--- src/design/gws_pkg.sv ---
`timescale 1ns / 1ps

package gws_pkg;

    localparam int unsigned XW = 61;
    localparam int unsigned TERM_W = 57;
    localparam int unsigned ACC_W = 48;
    localparam int unsigned TAYLOR_TERMS = 24;
    localparam int unsigned QDEPTH = 2;

    localparam logic [55:0] LN2_Q56 = 56'hB17217F7D1CF7A;
    localparam logic [56:0] ONE_Q56 = 57'h100000000000000;
    localparam logic [95:0] X_LIMIT = 96'd23 << 56;
    localparam logic [ACC_W-1:0] ACC_MAX = '1;

    typedef struct packed {
        logic          big;
        logic [XW-1:0] x;
        logic          last;
    } t_queue_word;

    typedef enum logic [1:0] {
        F_IDLE,
        F_SQUARE,
        F_SCALE,
        F_PUSH
    } t_front_state;

    typedef enum logic [1:0] {
        B_IDLE,
        B_EXP,
        B_ADD
    } t_back_state;

    typedef enum logic [2:0] {
        E_IDLE,
        E_RANGE,
        E_MUL,
        E_DIV,
        E_ACC,
        E_ROUND
    } t_exp_state;

endpackage

--- src/design/gws_fifo.sv ---
`timescale 1ns / 1ps

module gws_fifo (
    input  logic                 i_clk,
    input  logic                 i_rst_n,
    input  logic                 i_push,
    input  gws_pkg::t_queue_word i_word,
    output logic                 o_full,
    input  logic                 i_pop,
    output gws_pkg::t_queue_word o_word,
    output logic                 o_empty
);

    gws_pkg::t_queue_word r_mem [gws_pkg::QDEPTH];
    logic r_wr_ptr, r_rd_ptr;
    logic [1:0] r_count;

    assign o_full = (r_count == 2'(gws_pkg::QDEPTH));
    assign o_empty = (r_count == 2'd0);
    assign o_word = r_mem[r_rd_ptr];

    always_ff @(posedge i_clk) begin
        if (!i_rst_n) begin
            r_wr_ptr <= 1'b0;
            r_rd_ptr <= 1'b0;
            r_count <= 2'd0;
        end else begin
            if (i_push) r_wr_ptr <= ~r_wr_ptr;
            if (i_pop) r_rd_ptr <= ~r_rd_ptr;
            if (i_push && !i_pop) r_count <= r_count + 2'd1;
            else if (!i_push && i_pop) r_count <= r_count - 2'd1;
        end
        if (i_push) r_mem[r_wr_ptr] <= i_word;
    end

endmodule

--- config.mk ---
export PLATFORM = sky130hd
export DESIGN_NAME = gws_fifo
export DESIGN_NICKNAME = d
export VERILOG_FILES = /design/src/design/gws_pkg.sv /design/src/design/gws_fifo.sv
export SDC_FILE = /design/constraint.sdc
export NUM_CORES = 1
export LEC_CHECK = 0
export BUFFER_PORTS_ARGS = -buffer_cell sky130_fd_sc_hd__buf_2
export CORE_MARGIN = 4
export CORE_UTILIZATION = 35
export CTS_BUF_LIST = sky130_fd_sc_hd__clkbuf_8
export DETAILED_ROUTE_END_ITERATION = 8
export HOLD_SLACK_MARGIN = 0.1
export PLACE_DENSITY = 0.64
export SYNTH_ARGS = -nofsm -noshare
export SYNTH_HDL_FRONTEND = slang
export SYNTH_SLANG_ARGS = --single-unit
--- constraint.sdc ---
create_clock -name i_clk -period 3.9 [get_ports i_clk]
set_input_delay 0.78 -clock i_clk [delete_from_list [all_inputs] [get_ports i_clk]]
set_output_delay 0.78 -clock i_clk [all_outputs]
set_load 0.05 [all_outputs]
==> metrics.md <==
| Metric | Value |
|---|---|
| GRT overflow | `0` |
| Worst-Margin Slew | `0.890 ns` |
| Vias in the first global route | `2690` |
| Design area | `6000 sq um` |
| Final Setup Violations | `0` |
| TritonCTS clock tree | `yes` |
| Fin crit share | `75.6%` |
| Critical Path Slowest Stage Cell | `dfxtp_2` |
| Layout filler cell count | `1162` |
| Hold Fails Final Rpt | `0` |
| Cts hold-fix bufs | `0` |
| Ports | `132` |
| CTS buffer count | `17` |
| Max clock buf depth | `2` |
| Synth top area cells | `edfxtp_1 (79%), mux2_2 (15%), dfxtp_1 (2.1%)` |
| Hold slack final | `0.528 ns` |
| Setup TNS Final | `0 ns` |
| Final WL | `8740 microns` |
| YS warnings | `0` |
| Pin count of the biggest net entering global routing | `64` |
| Synth top area share | `79.1%` |
| Sequential fraction of the synthesis area | `81.2%` |
| CP bufs+invs | `2` |
| Post-CTS Setup Bufs | `0` |
| Status | `finished clean` |
| P_leak | `2.26 nW` |
| Relative slew margins | `40.7%` |
| Min Tclk post-route | `2.95 ns` |
| Max-slew violations | `0` |
| Drt drc | `0` |
| DR pass1 iterations | `4` |
| Via/cell ratio | `4.46` |
| First-pass GRT wire length | `13600 microns` |
| Chip Height | `125 microns` |
| Drt initial violations | `166` |
| Clk sinks | `131` |
| Post-route setup slack | `0.953 ns` |
| Area leader, netlist | `edfxtp_1` |
| Initial antenna violation count | `0` |
| Synthesized cell area | `4780 sq um` |
| Total track usage | `11.6%` |
| Syn nets | `286` |
| Critical path arrival | `2.17 ns` |
| Unique masters post-synth | `17` |
| Share of cells above drive strength 1 | `58.8%` |
| Met2 usage | `19.2%` |
| Die Footprint | `15600 sq um` |
| Hold Path Class | `flop to flop` |
| Layout Skew | `0.00988 ns` |
| Layout Nets | `432` |
| Worst-Skew Late Latency | `0.43 ns` |
| Via count | `2460` |
| CP Capture Type | `output port` |
| RSZ-0062 raised after global routing | `false` |
| Diodes inserted | `0` |
| Pwr dens | `540 nW/um^2` |
| Root Buffer | `clkbuf_8` |
| Syn_area_per_cell | `21.9 sq um` |
| Met3 Use GR | `6.35%` |
| Cells after synthesis | `218` |
| Commonest non-fill, non-tap cells in the layout | `buf_2 (131), edfxtp_1 (126), mux2_2 (63), clkbuf_8 (17)` |
| Post-route antenna net violation count | `0` |
| Crit-path leading delay family | `flip-flops` |
| M1 GR Usage | `12.4%` |
| Core footprint | `13300 sq um` |
| Worst setup path class | `flop to output port` |
| P&R area growth vs syn | `25.4%` |
| Clk slew on worst S/H paths | `0.07 ns` |
| Busiest grt layer | `met2` |
| Number of synthesized register bits | `131` |
| VDD IR-drop max | `0.354 mV` |
| CP Max Fanout | `35` |
| Worst EP required | `3.12 ns` |
| Max frequency | `339 MHz` |
| Max Cap Violations | `0` |
| Place WS | `1.37 ns` |
| HPWL Detailed | `5650 microns` |
| PortBufs | `131` |
| Max incr delay on CP | `0.79 ns` |
| Routability Congestion | `0.701` |
| H-tree depth | `4` |
| Power Total | `3.24 mW` |
| Initial Util | `36.0%` |
| Post-CTS Resized | `0` |
| DIE WIDTH | `125 microns` |
| DR WL/cell | `15.8 microns` |
| Crit path launch type | `flop` |
| Placed Area | `5630 sq um` |
| Rows | `42` |
| Most common cell after layout, fill and taps aside | `buf_2` |
| Crit path cell chain | `buf_12 > mux2_2 > buf_2` |
==> logic make-up after synthesis <==
| kind of cell | Yosys count | synth area share (%) |
|---|---|---|
| compound gates | 3 | 0.418 |
| xor+xnor | 3 | 0.549 |
| fa+ha+maj | 1 | 0.261 |
| buf+inv | 8 | 1.59 |
| flops | 131 | 81.2 |
| mux | 63 | 14.8 |
| simple gates | 9 | 1.18 |
==> layout make-up <==
class	instances	area [sq um]	area share, %
clock inverters	14	131	2.19
repair buffers	134	691	11.5
well taps	176	220	3.67
flip-flops and latches	131	3880	64.8
inverters	1	3.75	0.0626
multi-input cells	79	835	13.9
clock buffers	17	234	3.90
==> per-stage QoR <==
stage / utilization (%) / instances
3_5_place_dp: 42.4 / 521
2_1_floorplan: - / 218
5_1_grt: 45.1 / 552
6_report: 45.1 / 552
4_1_cts: 45.1 / 552
3_3_place_gp: 42.4 / 521
==> where the power goes <==
part	total, mW	switching, mW	internal, mW
clock	1.07	0.463	0.603
sequential	1.65	0.0292	1.63
combinational	0.521	0.368	0.154
==> Yosys cell counts <==
cell / count
edfxtp_1: 126
mux2_2: 63
buf_6: 6
dfxtp_1: 5
and2_1: 4
nor2b_1: 2
xor2_1: 2
a21boi_1: 1
and2b_2: 1
buf_2: 1
ha_1: 1
inv_1: 1
nor2_1: 1
o21a_1: 1
o21ai_0: 1
or3_1: 1
xnor2_1: 1
==> sequential cells by signal, indices dropped and copies added (netlist names), named ones only <==
name      count
r_mem       126
r_wr_ptr      1
r_rd_ptr      1
r_count       2
==> metal layers <==
layer | up-vias | wire [microns]
li1 | 1149 | -
met5 | - | 0
met4 | 0 | 109
met1 | 1213 | 3560
met3 | 11 | 646
met2 | 87 | 4420
==> worst paths after layout <==
| path | startpoint | to | slack (ns) | depth (start not counted) |
|---|---|---|---|---|
| max | flop | o_word[18] | 0.95 | 3 |
| min | r_count[1]$_SDFFE_PN0P_ | r_count[1]$_SDFFE_PN0P_ | 0.53 | 2 |
| max reg2reg | r_wr_ptr$_SDFFE_PN0P_ | r_mem[1][34]$_DFFE_PP_ | 2.35 | 1 |
| min reg2reg | r_count[1]$_SDFFE_PN0P_ | r_count[1]$_SDFFE_PN0P_ | 0.53 | 2 |
No activity file was read; power rests on OpenSTA's default activity.
