**src/design/gws_pkg.sv**
```systemverilog
`timescale 1ns / 1ps

package gws_pkg;

    localparam int unsigned XW = 61;
    localparam int unsigned TERM_W = 57;
    localparam int unsigned ACC_W = 48;
    localparam int unsigned TAYLOR_TERMS = 24;
    localparam int unsigned QDEPTH = 2;

    localparam logic [55:0] LN2_Q56 = 56'hB17217F7D1CF7A;
    localparam logic [56:0] ONE_Q56 = 57'h100000000000000;
    localparam logic [95:0] X_LIMIT = 96'd23 << 56;
    localparam logic [ACC_W-1:0] ACC_MAX = '1;

    typedef struct packed {
        logic          big;
        logic [XW-1:0] x;
        logic          last;
    } t_queue_word;

    typedef enum logic [1:0] {
        F_IDLE,
        F_SQUARE,
        F_SCALE,
        F_PUSH
    } t_front_state;

    typedef enum logic [1:0] {
        B_IDLE,
        B_EXP,
        B_ADD
    } t_back_state;

    typedef enum logic [2:0] {
        E_IDLE,
        E_RANGE,
        E_MUL,
        E_DIV,
        E_ACC,
        E_ROUND
    } t_exp_state;

endpackage

```
**src/design/gws_exp.sv**
```systemverilog
`timescale 1ns / 1ps

module gws_exp (
    input  logic                       i_clk,
    input  logic                       i_rst_n,
    input  logic                       i_start,
    input  logic [gws_pkg::XW-1:0]     i_x,
    output logic                       o_done,
    output logic [31:0]                o_term
);

    gws_pkg::t_exp_state r_state, n_state;
    logic [gws_pkg::XW-1:0]     r_r;
    logic [5:0]                 r_k;
    logic [gws_pkg::TERM_W-1:0] r_term;
    logic [gws_pkg::TERM_W-1:0] r_quo;
    logic [63:0]                r_pos, r_neg;
    logic [4:0]                 r_n;
    logic [4:0]                 r_rem;
    logic [5:0]                 r_step;
    logic [63:0]                r_prod;
    logic [112:0]               r_macc;
    logic                       r_done;
    logic [31:0]                r_res;

    logic        reduce;
    logic [31:0] a_sel, b_sel;
    logic [1:0]  pidx;
    logic [112:0] macc_next;
    logic [5:0]  rem2;
    logic        qbit;
    logic [5:0]  rem_sub;
    logic [63:0] e;
    logic [6:0]  sh;
    logic [64:0] rnd;
    logic        mul_last, div_last, acc_last;

    always_comb begin
        reduce = (r_r >= {5'd0, gws_pkg::LN2_Q56});
        a_sel = r_step[1] ? {7'd0, r_term[56:32]} : r_term[31:0];
        b_sel = r_step[0] ? {8'd0, r_r[55:32]} : r_r[31:0];
        pidx = 2'(r_step - 6'd1);
        macc_next = r_macc + ({49'd0, r_prod} << (7'd32 * ({6'd0, pidx[1]} + {6'd0, pidx[0]})));
        rem2 = {r_rem, r_quo[gws_pkg::TERM_W-1]};
        qbit = (rem2 >= {1'b0, r_n});
        rem_sub = qbit ? (rem2 - {1'b0, r_n}) : rem2;
        e = r_pos - r_neg;
        sh = 7'd24 + {1'b0, r_k};
        rnd = ({1'b0, e} + (65'd1 << (sh - 7'd1))) >> sh;
        mul_last = (r_step == 6'd4);
        div_last = (r_step == 6'(gws_pkg::TERM_W - 1));
        acc_last = (r_n == 5'(gws_pkg::TAYLOR_TERMS));
    end

    always_comb begin
        n_state = r_state;
        unique case (r_state)
            gws_pkg::E_IDLE:  if (i_start) n_state = gws_pkg::E_RANGE;
            gws_pkg::E_RANGE: if (!reduce) n_state = gws_pkg::E_MUL;
            gws_pkg::E_MUL:   if (mul_last) n_state = gws_pkg::E_DIV;
            gws_pkg::E_DIV:   if (div_last) n_state = gws_pkg::E_ACC;
            gws_pkg::E_ACC:   n_state = acc_last ? gws_pkg::E_ROUND : gws_pkg::E_MUL;
            gws_pkg::E_ROUND: n_state = gws_pkg::E_IDLE;
            default:          n_state = gws_pkg::E_IDLE;
        endcase
    end

    always_comb begin
        o_done = r_done;
        o_term = r_res;
    end

    always_ff @(posedge i_clk) begin
        if (!i_rst_n) begin
            r_state <= gws_pkg::E_IDLE;
            r_done <= 1'b0;
        end else begin
            r_state <= n_state;
            r_done <= (r_state == gws_pkg::E_ROUND);
        end
        unique case (r_state)
            gws_pkg::E_IDLE: begin
                r_r <= i_x;
                r_k <= 6'd0;
                r_term <= gws_pkg::ONE_Q56;
                r_pos <= {7'd0, gws_pkg::ONE_Q56};
                r_neg <= 64'd0;
                r_n <= 5'd1;
                r_step <= 6'd0;
                r_macc <= '0;
            end
            gws_pkg::E_RANGE: begin
                if (reduce) begin
                    r_r <= r_r - {5'd0, gws_pkg::LN2_Q56};
                    r_k <= r_k + 6'd1;
                end
            end
            gws_pkg::E_MUL: begin
                r_prod <= a_sel * b_sel;
                if (r_step != 6'd0) r_macc <= macc_next;
                if (mul_last) begin
                    r_quo <= macc_next[112:56];
                    r_rem <= 5'd0;
                    r_step <= 6'd0;
                end else begin
                    r_step <= r_step + 6'd1;
                end
            end
            gws_pkg::E_DIV: begin
                r_quo <= {r_quo[gws_pkg::TERM_W-2:0], qbit};
                r_rem <= rem_sub[4:0];
                r_step <= div_last ? 6'd0 : r_step + 6'd1;
            end
            gws_pkg::E_ACC: begin
                r_term <= r_quo;
                if (r_n[0]) r_neg <= r_neg + {7'd0, r_quo};
                else r_pos <= r_pos + {7'd0, r_quo};
                r_n <= r_n + 5'd1;
                r_macc <= '0;
                r_step <= 6'd0;
            end
            gws_pkg::E_ROUND: begin
                r_res <= (rnd > 65'hFFFFFFFF) ? 32'hFFFFFFFF : rnd[31:0];
            end
            default: begin
            end
        endcase
    end

endmodule

```
**src/design/gws_back.sv**
```systemverilog
`timescale 1ns / 1ps

module gws_back (
    input  logic                 i_clk,
    input  logic                 i_rst_n,
    input  gws_pkg::t_queue_word i_word,
    input  logic                 i_empty,
    output logic                 o_pop,
    output logic                 o_valid,
    input  logic                 i_ready,
    output logic [48:0]          o_gauss_sum
);

    gws_pkg::t_back_state r_state, n_state;
    logic [gws_pkg::ACC_W-1:0] r_acc;
    logic [31:0]               r_term;
    logic                      r_last;
    logic                      r_out_valid;
    logic [48:0]               r_out;

    logic        exp_start, exp_done;
    logic [31:0] exp_term;
    logic [gws_pkg::ACC_W:0]   total;
    logic [gws_pkg::ACC_W-1:0] sat;
    logic        out_free, commit;

    gws_exp u_exp (
        .i_clk   (i_clk),
        .i_rst_n (i_rst_n),
        .i_start (exp_start),
        .i_x     (i_word.x),
        .o_done  (exp_done),
        .o_term  (exp_term)
    );

    always_comb begin
        total = {1'b0, r_acc} + {17'd0, r_term};
        sat = total[gws_pkg::ACC_W] ? gws_pkg::ACC_MAX : total[gws_pkg::ACC_W-1:0];
        out_free = !r_out_valid || i_ready;
    end

    always_comb begin
        n_state = r_state;
        unique case (r_state)
            gws_pkg::B_IDLE: begin
                if (!i_empty) n_state = i_word.big ? gws_pkg::B_ADD : gws_pkg::B_EXP;
            end
            gws_pkg::B_EXP: if (exp_done) n_state = gws_pkg::B_ADD;
            gws_pkg::B_ADD: if (!r_last || out_free) n_state = gws_pkg::B_IDLE;
            default:        n_state = gws_pkg::B_IDLE;
        endcase
    end

    always_comb begin
        o_pop = (r_state == gws_pkg::B_IDLE) && !i_empty;
        exp_start = o_pop && !i_word.big;
        commit = (r_state == gws_pkg::B_ADD) && (!r_last || out_free);
        o_valid = r_out_valid;
        o_gauss_sum = r_out;
    end

    always_ff @(posedge i_clk) begin
        if (!i_rst_n) begin
            r_state <= gws_pkg::B_IDLE;
            r_acc <= '0;
            r_out_valid <= 1'b0;
        end else begin
            r_state <= n_state;
            if (commit) r_acc <= r_last ? '0 : sat;
            if (commit && r_last) r_out_valid <= 1'b1;
            else if (i_ready) r_out_valid <= 1'b0;
        end
        if (o_pop) begin
            r_last <= i_word.last;
            r_term <= 32'd0;
        end
        if (r_state == gws_pkg::B_EXP && exp_done) r_term <= exp_term;
        if (commit && r_last) r_out <= {sat, 1'b0};
    end

endmodule
```
**config.mk**
```make
export PLATFORM = sky130hd
export DESIGN_NAME = gws_back
export DESIGN_NICKNAME = d
export VERILOG_FILES = /design/src/design/gws_pkg.sv /design/src/design/gws_exp.sv /design/src/design/gws_back.sv
export SDC_FILE = /design/constraint.sdc
export NUM_CORES = 2
export LEC_CHECK = 0
export ABC_AREA = 1
export BUFFER_PORTS_ARGS = -buffer_cell sky130_fd_sc_hd__buf_2
export CAP_MARGIN = 40
export CORE_ASPECT_RATIO = 0.7
export CORE_MARGIN = 3
export CORE_UTILIZATION = 41
export CTS_CLUSTER_SIZE = 28
export DETAILED_ROUTE_END_ITERATION = 7
export GPL_TIMING_DRIVEN = 0
export SLEW_MARGIN = 20
export SYNTH_ARGS = -nofsm -noshare
export SYNTH_HDL_FRONTEND = slang
export SYNTH_SLANG_ARGS = --single-unit
```
**constraint.sdc**
```tcl
create_clock -name i_clk -period 8.4 [get_ports i_clk]
set_input_delay 1.68 -clock i_clk [delete_from_list [all_inputs] [get_ports i_clk]]
set_output_delay 1.68 -clock i_clk [all_outputs]
set_load 0.01 [all_outputs]
```
==> metrics.md <==
| Metric | Value |
|---|---|
| Cell row count | 144 |
| Share of cells above drive strength 1 | 8.54% |
| Failing checks | DRC, setup timing |
| Final core utilization | 47.1% |
| Final Hold Viols | 0 |
| Status | finished, violations left |
| Post-synth top cells | 2897 x nand2_1, 2445 x inv_1, 1422 x nor2_1 |
| Pin slew with the least headroom to its limit | 970 ps |
| Die W | 571 um |
| Crit. path cell count | 34 |
| Drt pass-1 iters | 8 |
| Nets | 14700 |
| Tcrit/Tclk final | 101% |
| Initial DRC count | 12100 |
| Seq cells post-synth | 670 |
| Root Buffer | clkbuf_16 |
| WP data required | 8830 ps |
| Overflow after GRT | 0 |
| Hold Crit Class | flip-flop to flip-flop |
| Wire per inst | 24.5 um |
| Clock sinks | 670 |
| WHS | 474 ps |
| First-pass GRT wire length | 565000 um |
| Vias in the first global route | 81200 |
| FF-to-FF setup slack | -50 ps |
| Worst EP arrival | 8880 ps |
| Synth warnings | 0 |
| Predominant post-synthesis flop cell | edfxtp_1 |
| Longest Clk Path Bufs | 3 |
| Yosys cell types | 69 |
| Setup TNS | -52.7 ps |
| Worst path buffer plus inverter count | 12 |
| Met3 usage | 14.5% |
| Cts-stage hold buffer count | 0 |
| Synth area leaders | edfxtp_1 20%, fa_1 20%, nand2_1 12% |
| Yosys top cell area share | 20.2% |
| Slew Limit Headroom | 33.5% |
| Critical path's slowest cell | fa_2 |
| Clock Skew | 71.6 ps |
| Count leader, synth | nand2_1 |
| Min cycle time layout | 8450 ps |
| Reg clk slew, reported paths | 70 ps |
| Critical R2R Capture | u_exp.r_prod[61] |
| Slowest stage delay, CP | 650 ps |
| Worst-Skew Late Latency | 710 ps |
| RSZ-0062 raised after global routing | yes |
| Syn avg cell area | 7.25 um2 |
| CTS tree | yes |
| Setup crit end | u_exp.r_prod[61] |
| HPWL after DPL | 333000 um |
| Critical path's top delay family | adder cells |
| Global routing's busiest layer | met1 |
| Port Buffers | 116 |
| Routed wire length | 394000 um |
| Total track usage | 33.6% |
| H-tree Lvls | 3 |
| Setup ws final | -52.7 ps |
| Place WS | -2240 ps |
| Synth async-reset ratio | 0% |
| Synth Cell Area | 91600 um2 |
| Routability cong. | 1.05 |
| Max-slew violations | 0 |
| Critical Path Sink Type | flip-flop |
| Filler cells | 22500 |
| ANT nets after route | 0 |
| Via count | 89100 |
| Crit Path Class | flip-flop to flip-flop |
| Initial Util | 41.4% |
| Critical R2R Launch | u_exp.r_step[1] |
| Largest area contributor in the netlist | edfxtp_1 |
| Largest net degree at the start of global routing | 52 |
| CTS Buf Count | 73 |
| CORE AREA | 221000 um2 |
| Met1 Resource Use GR | 53.5% |
| Fmax | 0.118 GHz |
| Mean number of vias per cell | 5.54 |
| Die Height | 401 um |
| Reg2reg path depth | 34 |
| I/O Pins | 118 |
| Initial antenna violation count | 24 |
| Critical path origin | u_exp.r_step[1] |
| Final Setup Violations | 1 |
| Die area | 229000 um2 |
| Worst-path fanout max | 6 |
| Mapped Cells | 12600 |
| Startpoint Class | flip-flop |
| Sequential share of the synthesized area | 21.4% |
| Met2 Use GR | 40.6% |
| Syn-to-layout area delta | 13.7% |
| Remaining DRCs | 10 |
| Max_cap viols | 0 |
| EDFF count, synth | 615 |
[sequential cells by signal (all words and copies together) (netlist names), 2 cells and up]
name           cells
u_exp.r_quo       57
u_exp.r_macc     113
u_exp.r_rem        5
u_exp.r_prod      64
u_exp.r_term      57
r_state            2
u_exp.r_step       6
u_exp.r_k          6
u_exp.o_term      32
u_exp.r_pos       64
u_exp.r_neg       64
o_gauss_sum       48
u_exp.r_n          5
r_acc             48
r_term            32
u_exp.r_r         61
u_exp.r_state      3
[metal layers]
layer | share of wire [%] | wire [um]
met5 | 0.051 | 200
met4 | 2.1 | 8200
met3 | 16 | 63500
met2 | 35 | 138000
met1 | 47 | 184000
[placed cells by master, fill, tap and decap left out, types with 28 or more instances in the layout]
cell,Yosys,layout
ha_1,664,642
inv_2,19,49
clkbuf_1,285,154
xnor2_1,90,90
clkbuf_16,0,85
buf_12,0,35
a21oi_1,925,900
fa_1,902,862
buf_2,13,143
nand4_1,84,84
o21bai_1,41,40
edfxtp_1,615,615
o21ai_2,4,28
o21ai_4,0,30
nand2_2,20,47
nand3_1,559,557
nor2_1,1422,1405
fa_2,0,40
buf_6,8,69
nor3_1,94,92
buf_4,2,167
clkbuf_4,0,32
a31oi_1,129,125
o21ai_0,648,611
nor4_1,36,34
o21ai_1,57,40
xor2_1,169,169
dfxtp_1,55,55
clkbuf_2,1,40
buf_8,0,46
o21a_1,74,74
a21boi_0,30,29
nand2_1,2897,2858
a21o_1,33,33
inv_1,2445,2380
or2_2,47,37
[area by class of cell]
| type | instances | area, um2 | share of cell area, % |
|---|---|---|---|
| Multi-Input combinational cell | 9134 | 62700 | 60.2 |
| Sequential cell | 670 | 19600 | 18.8 |
| Inverter | 2485 | 9650 | 9.27 |
| Timing Repair Buffer | 403 | 3720 | 3.57 |
| Tap cell | 2920 | 3650 | 3.51 |
| Buffer | 335 | 2290 | 2.20 |
| Clock buffer | 86 | 1910 | 1.83 |
| Clock inverter | 49 | 548 | 0.527 |
| Antenna cell | 12 | 30.0 | 0.0289 |
| Timing Repair inverter | 2 | 17.5 | 0.0168 |
[cell families (layout without fill, tap and decap cells)]
group / after synthesis / after routing / synth area share [%]
DFF: 670 / 670 / 21.4
buffers and inverters: 2823 / 3360 / 11.7
other: 1 / 20 / 0.00410
muxes: 16 / 16 / 0.175
AOI/OAI and AO/OA: 2033 / 2033 / 12.1
and+or+nand+nor: 5252 / 5252 / 23.4
xor gates and xnor gates: 259 / 259 / 2.48
adders and majority gates: 1566 / 1566 / 28.8
[stage by stage]
stage	cell area (um2)	cells
after global routing	104000	16100
after detailed placement	97700	15800
after CTS	102000	16000
final	104000	16100
after global placement	95800	15700
after floorplan	91600	12600
[worst min-delay path, stage by stage, from the launching register on]
cell	delay (ps)
dfxtp_1	310
nand2_1	60
a21oi_1	50
[worst min path at each step]
stage | start | endpoint | slack (ps) | cells after the start
after floorplan | r_acc[0] | r_acc[0] | 450 | 2
after global placement | r_acc[25] | r_acc[25] | 460 | 2
after detailed placement | r_acc[17] | r_acc[17] | 460 | 2
after CTS | r_acc[15] | r_acc[15] | 470 | 2
after global routing | r_acc[5] | r_acc[5] | 490 | 2
final | r_acc[15] | r_acc[15] | 470 | 2
[what timing repair did]
item | in CTS | in global routing
endpoints found under the setup margin | 50 | 33
pin swaps | 56 | 114
buffers inserted | 59 | 83
gates resized for setup | 488 | 402
cloned | 2 | 3
Power is left out: the tool's default activity adds up to more than one toggle a clock period on the data nets, which glitch-free logic cannot reach.
